==> config.mk <==
export PLATFORM = sky130hd
export DESIGN_NAME = qn_front
export DESIGN_NICKNAME = d
export VERILOG_FILES = /design/src/sv/assert_macros.svh /design/src/sv/qn_pkg.sv /design/src/sv/qn_front.sv
export SDC_FILE = /design/constraint.sdc
export NUM_CORES = 2
export LEC_CHECK = 0
export BUFFER_PORTS_ARGS = -buffer_cell sky130_fd_sc_hd__buf_4
export CORE_AREA = 2 2 409 411
export CTS_BUF_LIST = sky130_fd_sc_hd__clkbuf_4
export CTS_CLUSTER_DIAMETER = 50
export CTS_CLUSTER_SIZE = 25
export DETAILED_ROUTE_END_ITERATION = 10
export DIE_AREA = 0 0 411 413
export PLACE_DENSITY_LB_ADDON = 0.25
export REMOVE_ABC_BUFFERS = 1
export SLEW_MARGIN = 20
export SYNTH_ARGS = -nofsm -noshare
export SYNTH_HDL_FRONTEND = slang
export SYNTH_SLANG_ARGS = --single-unit
==> constraint.sdc <==
create_clock -name clk -period 15.65 [get_ports clk]
set_clock_uncertainty 0.1 [all_clocks]
set_input_delay 1.565 -clock clk [delete_from_list [all_inputs] [get_ports clk]]
set_output_delay 1.565 -clock clk [all_outputs]
set_load 0.01 [all_outputs]
==> src/sv/assert_macros.svh <==
// Assertion helpers used by quaternion_normalize.sv.
`ifndef ASSERT_MACROS_SVH
`define ASSERT_MACROS_SVH
`ifndef SYNTHESIS
`define QN_ASSERT(lbl, clk_s, rst_s, prop, msg) \
  lbl: assert property (@(posedge clk_s) disable iff (rst_s) prop) else $error(msg);
`define QN_ASSERT_RST(lbl, clk_s, prop, msg) \
  lbl: assert property (@(posedge clk_s) prop) else $error(msg);
`else
`define QN_ASSERT(lbl, clk_s, rst_s, prop, msg)
`define QN_ASSERT_RST(lbl, clk_s, prop, msg)
`endif
`endif

==> src/sv/qn_pkg.sv <==
`default_nettype none
package qn_pkg;
  localparam int COMPONENT_BITS_DEF = 16;
  localparam int QB = 15;          // quotient bits, 0..16384
  localparam int OUT_W = 16;       // Q1.14 result width
  localparam logic [31:0] MIN_LEN_RESET = 32'd1;

  typedef struct packed {
    logic valid;
    logic degenerate;
  } ctl_t;
endpackage
`default_nettype wire

==> src/sv/qn_front.sv <==
`default_nettype none
module qn_front #(
  parameter int CB = 16,
  parameter int LW = 2 * 16 + 37
) (
  input  wire                      clk,
  input  wire                      rst,
  input  wire                      en,
  input  wire                      in_valid,
  input  wire  [3:0][CB-1:0]       comp_in,
  input  wire  [31:0]              min_len,
  output qn_pkg::ctl_t             ctl_out,
  output logic [3:0]               neg_out,
  output logic [LW-1:0]            s_out,
  output logic [3:0][LW-1:0]       r_out,
  output logic [3:0][LW-1:0]       l_out,
  output logic [3:0][LW-1:0]       t_out,
  output logic [3:0][qn_pkg::QB-1:0] q_out
);
  import qn_pkg::*;

  localparam int SQW = 2 * CB;
  localparam int SW  = 2 * CB + 2;

  logic              v1;
  logic [3:0]        neg1;
  logic [3:0][SQW-1:0] sq1;
  logic [3:0][CB-1:0]  mag;
  logic [SW-1:0]     s_sum;
  logic [LW-1:0]     s_ext;

  always_comb begin
    for (int k = 0; k < 4; k++) begin
      mag[k] = comp_in[k][CB-1] ? (~comp_in[k] + CB'(1)) : comp_in[k];
    end
    s_sum = SW'(sq1[0]) + SW'(sq1[1]) + SW'(sq1[2]) + SW'(sq1[3]);
    s_ext = LW'(s_sum);
  end

  // squares
  always_ff @(posedge clk) begin
    if (rst) begin
      v1 <= 1'b0;
    end else if (en) begin
      v1 <= in_valid;
    end
  end

  always_ff @(posedge clk) begin
    if (en) begin
      for (int k = 0; k < 4; k++) begin
        neg1[k] <= comp_in[k][CB-1];
        sq1[k]  <= SQW'(mag[k]) * SQW'(mag[k]);
      end
    end
  end

  // sum, threshold and seed values for the first cell
  always_ff @(posedge clk) begin
    if (rst) begin
      ctl_out <= '0;
    end else if (en) begin
      ctl_out.valid      <= v1;
      ctl_out.degenerate <= s_ext <= LW'(min_len);
    end
  end

  always_ff @(posedge clk) begin
    if (en) begin
      neg_out <= neg1;
      s_out   <= s_ext;
      for (int k = 0; k < 4; k++) begin
        r_out[k] <= LW'(sq1[k]) << 30;
        l_out[k] <= s_ext;
        t_out[k] <= LW'(0) - s_ext;
        q_out[k] <= '0;
      end
    end
  end
endmodule
`default_nettype wire

==> impl_results.md <==
- Routed WL: approximately 160 mm
- Post-DP HPWL: 137 mm
- Post-CTS Setup Inserts: 0
- Final hold vios: 0
- Layout overhead on the synthesized area: 10.1%
- Root buf cell: clkbuf_4
- Crit-path max cell delay: about 0.55 ns
- Number of global-route vias before repair: between 30000 and 40000
- Violation count after the first detailed-route iteration: ~1900
- # DRC: 0
- Tightest Pin Transition: 1.18 ns
- Deepest clock path buffer count: 3
- Worst min-delay path class: reg -> reg
- Met3 Wirelength: around 11 mm
- Final TNS setup: 0 ns
- Synth warn: 0
- Mapped Cells: 4979
- Share of flip-flops with an asynchronous set or reset: 0%
- Sink Count: between 300 and 400
- Syn avg cell area: 9.83 µm²
- Met1 WL: 63.0 mm
- WL/cell: 20.9 µm
- First-pass GRT wire length: ~230 mm
- Routability cong.: just over 0.9
- Final setup viols: 0
- Final period util: between 60% and 70%
- Slew Viols, Final: 0
- # port buffers: ~680
- Cell with the most instances on the worst path: fa_1
- Fillers: 17315
- Worst Path Arrival: roughly 11 ns
- Register area share after synthesis: around a fifth
- Critical Path RT: 16.28 ns
- Die height: 413 µm
- H-tree depth: 3
- CORE AREA: roughly 170000 µm²
- Resized cells post-CTS: 0
- Global route overflow: 0
- Top_reg_cell synth: edfxtp_1
- Fin crit period: a little under 10 ns
- DR pass1 iterations: 7
- CP Class: in -> reg
- Total track usage: between 10% and 20%
- I/O pin count: about 1100
- Nets: between 6000 and 7000
- Hold-fix buffers, CTS: 0
- CTS tree: built
- Clk slew on worst S/H paths: about 0.12 ns
- Worst Setup End Kind: flip-flop
- Critical Path Slowest Stage Cell: or4_1
- Critical path launch point type: input port
- Clock latency on the worst-skew pair: roughly 1.1 ns
- Outcome: finished clean
- Seq cells post-synth: approximately 330
- Via-per-instance ratio: ~4.4
- Die Width: 411 µm
- Critical path fanouts, max: 16
- Share of cells above drive strength 1: between 15 and 20%
- Max Fclk: around 100 MHz
- Initial antenna violation count: 18
- Routed Antenna Nets: 0
- Worst rel slew slack: 21.1%
- CTS Buf Count: 67
- Synth Cell Area: 49000 µm²
- Synth unique cells: slightly above 80
- Max Cap Viol: 0
- Die ar.: between 150000 and 200000 µm²
- Pin count of the biggest net entering global routing: roughly 130
- FP Rows: 150
- RSZ-0062 raised after global routing: false
- Number of synthesized flops with an enable pin: 324
- Metal2 WL: around 80 mm
- Via count: between 30000 and 40000
- Starting density of the core: 29.5%
- Top routing layer used: met5
placed cells by master (no fill, tap or decap), types with 70 or more instances in the layout:
master    instances
a21o_1           82
a21oi_1         143
buf_4           729
clkbuf_4         70
conb_1          434
edfxtp_1        324
fa_1            714
ha_1            455
inv_1           980
nand2_1         335
nor2_1          327
o21ai_0          74
xnor2_1         157
xor2_1           82
critical path: cells and delay by family:
family | cells | cell delay (ns)
buffers and inverters | 6 | 1.21
adders and majority gates | 8 | 3.53
and+or+nand+nor | 4 | 1.43
xor gates and xnor gates | 2 | 0.62
AOI/OAI and AO/OA | 8 | 2.20
synth_stat cells, drive strengths merged (43+ instances only):
cell type,n,share of area [%]
clkbuf,67,0.52
a21o,82,1.3
buf,773,12
nor2,328,2.5
a21oi,144,1.5
o21ai,82,0.84
inv,982,7.5
xnor2,157,2.8
nand3,43,0.44
xor2,84,1.5
edfxtp,324,20
ha,455,12
nand2,335,2.6
fa,714,29
layer usage:
metal / vias up / track usage [%]
met5: - / 0
met4: 4 / 7.59
met3: 182 / 3.95
met2: 1167 / 32.1
met1: 16885 / 22.6
li1: 15313 / -
registers in the layout (all words and copies together), names as in the netlist:
name,flops
neg_out,4
sq1,124
r_out,124
l_out,33
v1,1
neg1,4
ctl_out,2
t_out,35
path summary, 6_finish.rpt:
check                    startpoint                      end  slack, ns  cells after the start
setup reg to reg  sq1[75]$_DFFE_PP_  ctl_out[0]$_SDFFE_PP0P_       9.35                     22
hold reg to reg   neg1[1]$_DFFE_PP_     neg_out[1]$_DFFE_PP_       0.30                      0
setup / recovery        comp_in[48]       sq1[126]$_DFFE_PP_       5.73                     28
hold / removal    neg1[1]$_DFFE_PP_     neg_out[1]$_DFFE_PP_       0.30                      0
cell type report:
cell class / count / area [µm²] / area share [%]
multi-input cells: 3236 / 31000 / 57.5
clock buffers: 70 / 526 / 0.975
repair buffers: 732 / 5520 / 10.2
inverters: 1008 / 3780 / 7.02
diodes: 5 / 12.5 / 0.0232
clock inverters: 54 / 533 / 0.988
well taps: 2204 / 2760 / 5.11
flip-flops and latches: 327 / 9790 / 18.2
kinds of logic (layout without fill, tap and decap cells):
| kind of cell | Yosys count | after routing | synth area share [%] |
|---|---|---|---|
| and+or+nand+nor | 893 | 893 | 8.06 |
| adders and majority gates | 1169 | 1169 | 40.8 |
| xor gates and xnor gates | 241 | 241 | 4.31 |
| buffers and inverters | 1848 | 1864 | 20.1 |
| AOI/OAI and AO/OA | 491 | 491 | 6.58 |
| other | 2 | 439 | 0.0153 |
| muxes | 8 | 8 | 0.164 |
| DFF | 327 | 327 | 20.0 |
through the flow:
step / instance area, µm² / std cells / hold WS, ns / util, % / worst slack [ns]
final: 53900 / 7636 / 0.299 / 32.5 / 5.73
after global routing: 53900 / 7635 / 0.310 / 32.5 / 5.22
after CTS: 53900 / 7631 / 0.297 / 32.5 / 5.83
after detailed placement: 52800 / 7507 / 0.305 / 31.9 / 4.73
after global placement: 52800 / 7507 / 0.301 / 31.9 / 4.95
after floorplan: 44600 / 4571 / 0.300 / - / 5.21
Power is left out: the tool's default activity adds up to more than one toggle a clock period on the data nets, which glitch-free logic cannot reach.
