**src/sv/assert_macros.svh**
```systemverilog
// Assertion helpers used by quaternion_normalize.sv.
`ifndef ASSERT_MACROS_SVH
`define ASSERT_MACROS_SVH
`ifndef SYNTHESIS
`define QN_ASSERT(lbl, clk_s, rst_s, prop, msg) \
  lbl: assert property (@(posedge clk_s) disable iff (rst_s) prop) else $error(msg);
`define QN_ASSERT_RST(lbl, clk_s, prop, msg) \
  lbl: assert property (@(posedge clk_s) prop) else $error(msg);
`else
`define QN_ASSERT(lbl, clk_s, rst_s, prop, msg)
`define QN_ASSERT_RST(lbl, clk_s, prop, msg)
`endif
`endif

```
**src/sv/qn_pkg.sv**
```systemverilog
`default_nettype none
package qn_pkg;
  localparam int COMPONENT_BITS_DEF = 16;
  localparam int QB = 15;          // quotient bits, 0..16384
  localparam int OUT_W = 16;       // Q1.14 result width
  localparam logic [31:0] MIN_LEN_RESET = 32'd1;

  typedef struct packed {
    logic valid;
    logic degenerate;
  } ctl_t;
endpackage
`default_nettype wire

```
**src/sv/qn_cell.sv**
```systemverilog
`default_nettype none
module qn_cell #(
  parameter int LW = 2 * 16 + 37,
  parameter int BIT = 0
) (
  input  wire                      clk,
  input  wire                      rst,
  input  wire                      en,
  input  qn_pkg::ctl_t             ctl_in,
  input  wire  [3:0]               neg_in,
  input  wire  [LW-1:0]            s_in,
  input  wire  [3:0][LW-1:0]       r_in,
  input  wire  [3:0][LW-1:0]       l_in,
  input  wire  [3:0][LW-1:0]       t_in,
  input  wire  [3:0][qn_pkg::QB-1:0] q_in,
  output qn_pkg::ctl_t             ctl_out,
  output logic [3:0]               neg_out,
  output logic [LW-1:0]            s_out,
  output logic [3:0][LW-1:0]       r_out,
  output logic [3:0][LW-1:0]       l_out,
  output logic [3:0][LW-1:0]       t_out,
  output logic [3:0][qn_pkg::QB-1:0] q_out
);
  import qn_pkg::*;

  // Trying bit BIT: (2q'-1)^2 S = L + (2q-1)S*2^(BIT+2) + S*2^(2BIT+2)
  logic signed [LW-1:0] lc  [4];
  logic [3:0]           acc;
  logic [LW-1:0]        s_sq;
  logic [LW-1:0]        s_lin;

  always_comb begin
    s_sq  = s_in << (2 * BIT + 2);
    s_lin = s_in << (BIT + 1);
    for (int k = 0; k < 4; k++) begin
      lc[k]  = $signed(l_in[k]) + ($signed(t_in[k]) <<< (BIT + 2)) + $signed(s_sq);
      acc[k] = lc[k] <= $signed(r_in[k]);
    end
  end

  always_ff @(posedge clk) begin
    if (rst) begin
      ctl_out <= '0;
    end else if (en) begin
      ctl_out <= ctl_in;
    end
  end

  always_ff @(posedge clk) begin
    if (en) begin
      neg_out <= neg_in;
      s_out   <= s_in;
      r_out   <= r_in;
      for (int k = 0; k < 4; k++) begin
        if (acc[k]) begin
          l_out[k] <= lc[k];
          t_out[k] <= t_in[k] + s_lin;
          q_out[k] <= q_in[k] | (QB'(1) << BIT);
        end else begin
          l_out[k] <= l_in[k];
          t_out[k] <= t_in[k];
          q_out[k] <= q_in[k];
        end
      end
    end
  end
endmodule
`default_nettype wire

```
**config.mk**
```make
export PLATFORM = sky130hd
export DESIGN_NAME = qn_cell
export DESIGN_NICKNAME = d
export VERILOG_FILES = /design/src/sv/assert_macros.svh /design/src/sv/qn_pkg.sv /design/src/sv/qn_cell.sv
export SDC_FILE = /design/constraint.sdc
export NUM_CORES = 2
export LEC_CHECK = 0
export ABC_AREA = 1
export BUFFER_PORTS_ARGS = -buffer_cell sky130_fd_sc_hd__buf_2
export CORE_AREA = 5 5 752 754
export DETAILED_ROUTE_END_ITERATION = 16
export DIE_AREA = 0 0 757 759
export GPL_TIMING_DRIVEN = 0
export PLACE_DENSITY = 0.44
export SYNTH_ARGS = -nofsm -noshare
export SYNTH_HDL_FRONTEND = slang
export SYNTH_SLANG_ARGS = --single-unit
```
**constraint.sdc**
```tcl
create_clock -name clk -period 3.9 [get_ports clk]
set_clock_uncertainty 0.1 [all_clocks]
set_input_delay 0 -clock clk [delete_from_list [all_inputs] [get_ports clk]]
set_output_delay 0 -clock clk [all_outputs]
set_load 0.005 [all_outputs]
```
==> results by group <==
Run status
  – Status: finished with violations
  – Failing checks: hold timing, setup timing

Setup path
  – CP max-delay cell: dlygate4sd3_1
  – FF-to-FF End: ctl_out[1]$_SDFFE_PP0P_
  – Req. time, crit path: ~4400 ps
  – CP Max Fanout: 10
  – Setup CP Type: input port to flop
  – Worst path top cell family by delay: simple AND/OR/NAND/NOR gates
  – Worst path bufs/invs: 6
  – Worst path arrival time: 5200 ps
  – Worst path max stage delay: ~650 ps
  – Crit. End Element: flop
  – R2r startpoint: ctl_out[1]$_SDFFE_PP0P_
  – Startpoint Class: input port
  – Worst reg2reg path depth: 3
  – Reg-to-reg slack, setup: roughly 2700 ps

Layout
  – Share of post-route cells with drive strength above 1: 27.3%
  – Final Instance Area: roughly 0.15 mm²
  – Layout area overhead: 63.5%
  – NumNets Final: 19300

Synthesis
  – Post-Synth Simple-Gate Area: a little under a third
  – Ys async rst share: 0%
  – Distinct cells, synth: 36
  – Post-synthesis sequential area ratio: 31.1%
  – Cell Area, Synth: roughly 0.093 mm²
  – Post-synthesis adder-cell area fraction: between 10% and 20%
  – Syn nets: between 15000 and 20000
  – Largest family of logic cells by synthesized area: simple AND/OR/NAND/NOR gates
  – Post-synthesis mux area share: 0%
  – Post-Syn Area per Cell: between 7 and 8 µm²
  – Gate count of the mapped netlist: around 13000
  – Compound-gate portion of the synthesized area: approximately 9%
  – Ys Warns: 0
  – Most used DFF post-synth: edfxtp_1
  – Post-synth EDFFs: just under 1000
  – Seq cells post-synth: between 900 and 1000
  – Post-Synth XOR/XNOR Area: about 2.8%

Routing
  – DRC viols: 0
  – Routed len/inst: approximately 34 µm
  – Detail Route Antenna Nets: 0
  – Via count: 118000
  – Post-Route WL: about 850000 µm
  – DR pass1 iterations: 6
  – DR vias/cell: ~4.7
  – 1st-iter DRT viols: around 13000

Pwr
  – Leak: between 60 and 70 nW
  – Switching power: roughly 41 mW
  – Clk pwr share: between 10% and 20%
  – Worst IR Drop VDD: around 0.36 mV
  – Pwr/cell area: about 540 mW/mm²
  – Logic pwr share: between 60% and 70%
  – Reg power frac: around a fifth
  – Internal: 41.1 mW
  – Switching share of power: 50.0%

Floorplanning
  – I/O pin cnt: approximately 1900
  – Die area: roughly 0.57 mm²
  – Row count: around 280
  – CORE AREA: 0.558 mm²
  – Die span in x: approximately 760 µm
  – Chip height: 759 µm
  – Initial Utilization: 16.6%

Run
  – Max Cap Viol: 0

Min path
  – Hold path start: t_in[207]
  – Worst Hold Depth: 1
  – Type of the worst min-delay path: input port to flop
  – End of the worst hold path: t_out[207]$_DFFE_PP_

Timing
  – Worst setup margin: -819 ps
  – Peak Freq: about 210 MHz
  – Hold WS: -751 ps
  – Tcrit/Tclk final: 121%
  – Setup TNS: -327930 ps
  – Final Hold Fails: 32
  – Max-slew headroom: 22.4%
  – RSZ-0062 raised after global routing: true
  – Final slew viol count: 0
  – Min Clock Period, post-route: ~4700 ps
  – Slew @ Worst Pin: roughly 1200 ps
  – Final setup fails: approximately 540

Clocking
  – TritonCTS clock tree: yes
  – CTS Root Cell: clkbuf_16
  – Clk sinks: 963
  – CTS buffer count: between 100 and 150
  – Latest clock arrival within the worst-skew pair: 870 ps
  – Max H-tree Level: 4
  – CTS Buffer Depth: 4
  – Clock Pin Slew Worst Setup and Hold Paths: roughly 60 ps

Global routing
  – Overall Global Routing Usage: ~28%
  – Vias in the first global route: between 100k and 150k
  – Largest net degree at the start of global routing: approximately 160
  – First-pass GRT wire length: ~1100000 µm
  – Total grt overflow: 0
  – Initial antenna violation count: 290

Place
  – Final GP Congestion: a little over 1
  – HPWL Detailed: 662000 µm
  – Placed inst area: 0.114 mm²
  – I/O Buffers: 1928
[per-stage QoR]
| stage | hold slack [ps] | setup slack (ps) | power [mW] | instances | util, % |
|---|---|---|---|---|---|
| finish | -751 | -819 | 82.1 | 25000 | 27.2 |
| global route | -813 | -816 | 85.1 | 24900 | 27.2 |
| CTS | -857 | -652 | 73.1 | 24400 | 25.1 |
| detailed placement | 78.1 | -4810 | 54.1 | 22600 | 20.3 |
| global placement | 75.6 | -15140 | 54.3 | 22600 | 20.1 |
| floorplan | -30.9 | -2.00 | 33.4 | 13200 | - |
[cells in the final DEF (no fill, tap or decap), types with 66 or more instances in the layout]
| cell type | count |
|---|---|
| fa_1 | 237 |
| a21oi_2 | 164 |
| buf_4 | 411 |
| buf_16 | 91 |
| clkbuf_16 | 184 |
| nor2_1 | 1137 |
| diode_2 | 211 |
| ha_1 | 586 |
| ha_4 | 187 |
| inv_1 | 1907 |
| nand4_1 | 668 |
| o21ai_0 | 329 |
| nor2_2 | 160 |
| buf_2 | 1874 |
| o21ai_1 | 66 |
| xor2_1 | 213 |
| nor3_1 | 66 |
| nand3_1 | 418 |
| edfxtp_1 | 961 |
| o21bai_1 | 95 |
| a21oi_1 | 617 |
| nor2_4 | 125 |
| dlygate4sd3_1 | 1414 |
| nand2_2 | 438 |
| nand2_4 | 236 |
| inv_2 | 67 |
| buf_12 | 150 |
| nand2_1 | 3584 |
[cell type report]
class | instances | area, µm²
antenna | 211 | 528
buffer | 227 | 2320
clock buffer | 159 | 3550
clock inverter | 75 | 772
fill | 61200 | 407000
inverter | 1982 | 7460
multi-input combinational | 9974 | 66300
sequential | 963 | 28900
tap | 7479 | 9360
timing repair buffer | 3946 | 32700
[cells by family (layout without fill, tap and decap cells)]
kind of cell             Yosys count  count (layout)
XOR/XNOR                         299             299
other                              0             211
buffers and inverters           2217            6389
flip-flops                       963             963
adder cells (fa/ha/maj)         1076            1076
AO/OA/AOI/OAI                   1511            1511
AND/OR/NAND/NOR                 7088            7088
[how the worst max path moves through the flow]
stage                     startpoint                   end  slack, ps  cells after the start
final                      l_in[227]  l_out[264]$_DFFE_PP_       -820                     27
after global routing        s_in[26]   t_out[22]$_DFFE_PP_       -820                     27
after CTS                   s_in[28]   t_out[93]$_DFFE_PP_       -650                     26
after detailed placement    s_in[49]   t_out[38]$_DFFE_PP_      -4810                     25
after global placement            en  t_out[176]$_DFFE_PP_     -15140                      1
after floorplan              s_in[1]  l_out[256]$_DFFE_PP_         -2                     30
[registers in the layout (all words and copies together) (netlist names)]
register / flops
l_out: 276
q_out: 60
neg_out: 4
t_out: 276
ctl_out: 2
s_out: 69
r_out: 276
[power groups by stage]
| stage | combinational (mW) | clock, mW | sequential, mW |
|---|---|---|---|
| after floorplan | 16.9 | 0 | 16.5 |
| after global placement | 37.3 | 0 | 16.9 |
| after detailed placement | 37.5 | 0 | 16.6 |
| after CTS | 43.4 | 13.3 | 16.5 |
| after global routing | 54.8 | 13.6 | 16.6 |
| final | 52.7 | 13.0 | 16.5 |
[Yosys cell counts, types with 32 or more instances]
cell type / count / area [µm²]
nor2_1: 1422 / 5340
nor3_1: 100 / 500
xor2_1: 267 / 2340
o21a_1: 44 / 330
a21oi_1: 838 / 4190
nand3_1: 492 / 2460
edfxtp_1: 961 / 28900
nand4_1: 668 / 4180
o21ai_0: 442 / 2210
clkbuf_1: 136 / 510
ha_1: 804 / 10100
nand2_1: 4307 / 16200
fa_1: 272 / 5450
nor4_1: 53 / 332
xnor2_1: 32 / 280
buf_2: 61 / 305
o21bai_1: 109 / 818
a21o_1: 36 / 270
inv_1: 1982 / 7440
[routing by layer]
metal	global-route usage, %	part of all wire, %	up-vias
met4	17.6	7.7	60
met1	33.6	39	57800
met2	43.7	44	6848
li1	-	-	51600
met3	6.89	9.5	1510
met5	0	0.046	-
[repair_timing]
item | 4_1_cts | 5_1_grt
cloned | 4 | 39
hold endpoints to repair | 1382 | 103
hold buffers | 1332 | 95
pin swaps | 234 | 447
setup buffers | 259 | 243
gates resized for setup | 1507 | 1918
setup endpoints to repair | 544 | 544
No activity file was read; power rests on OpenSTA's default activity.
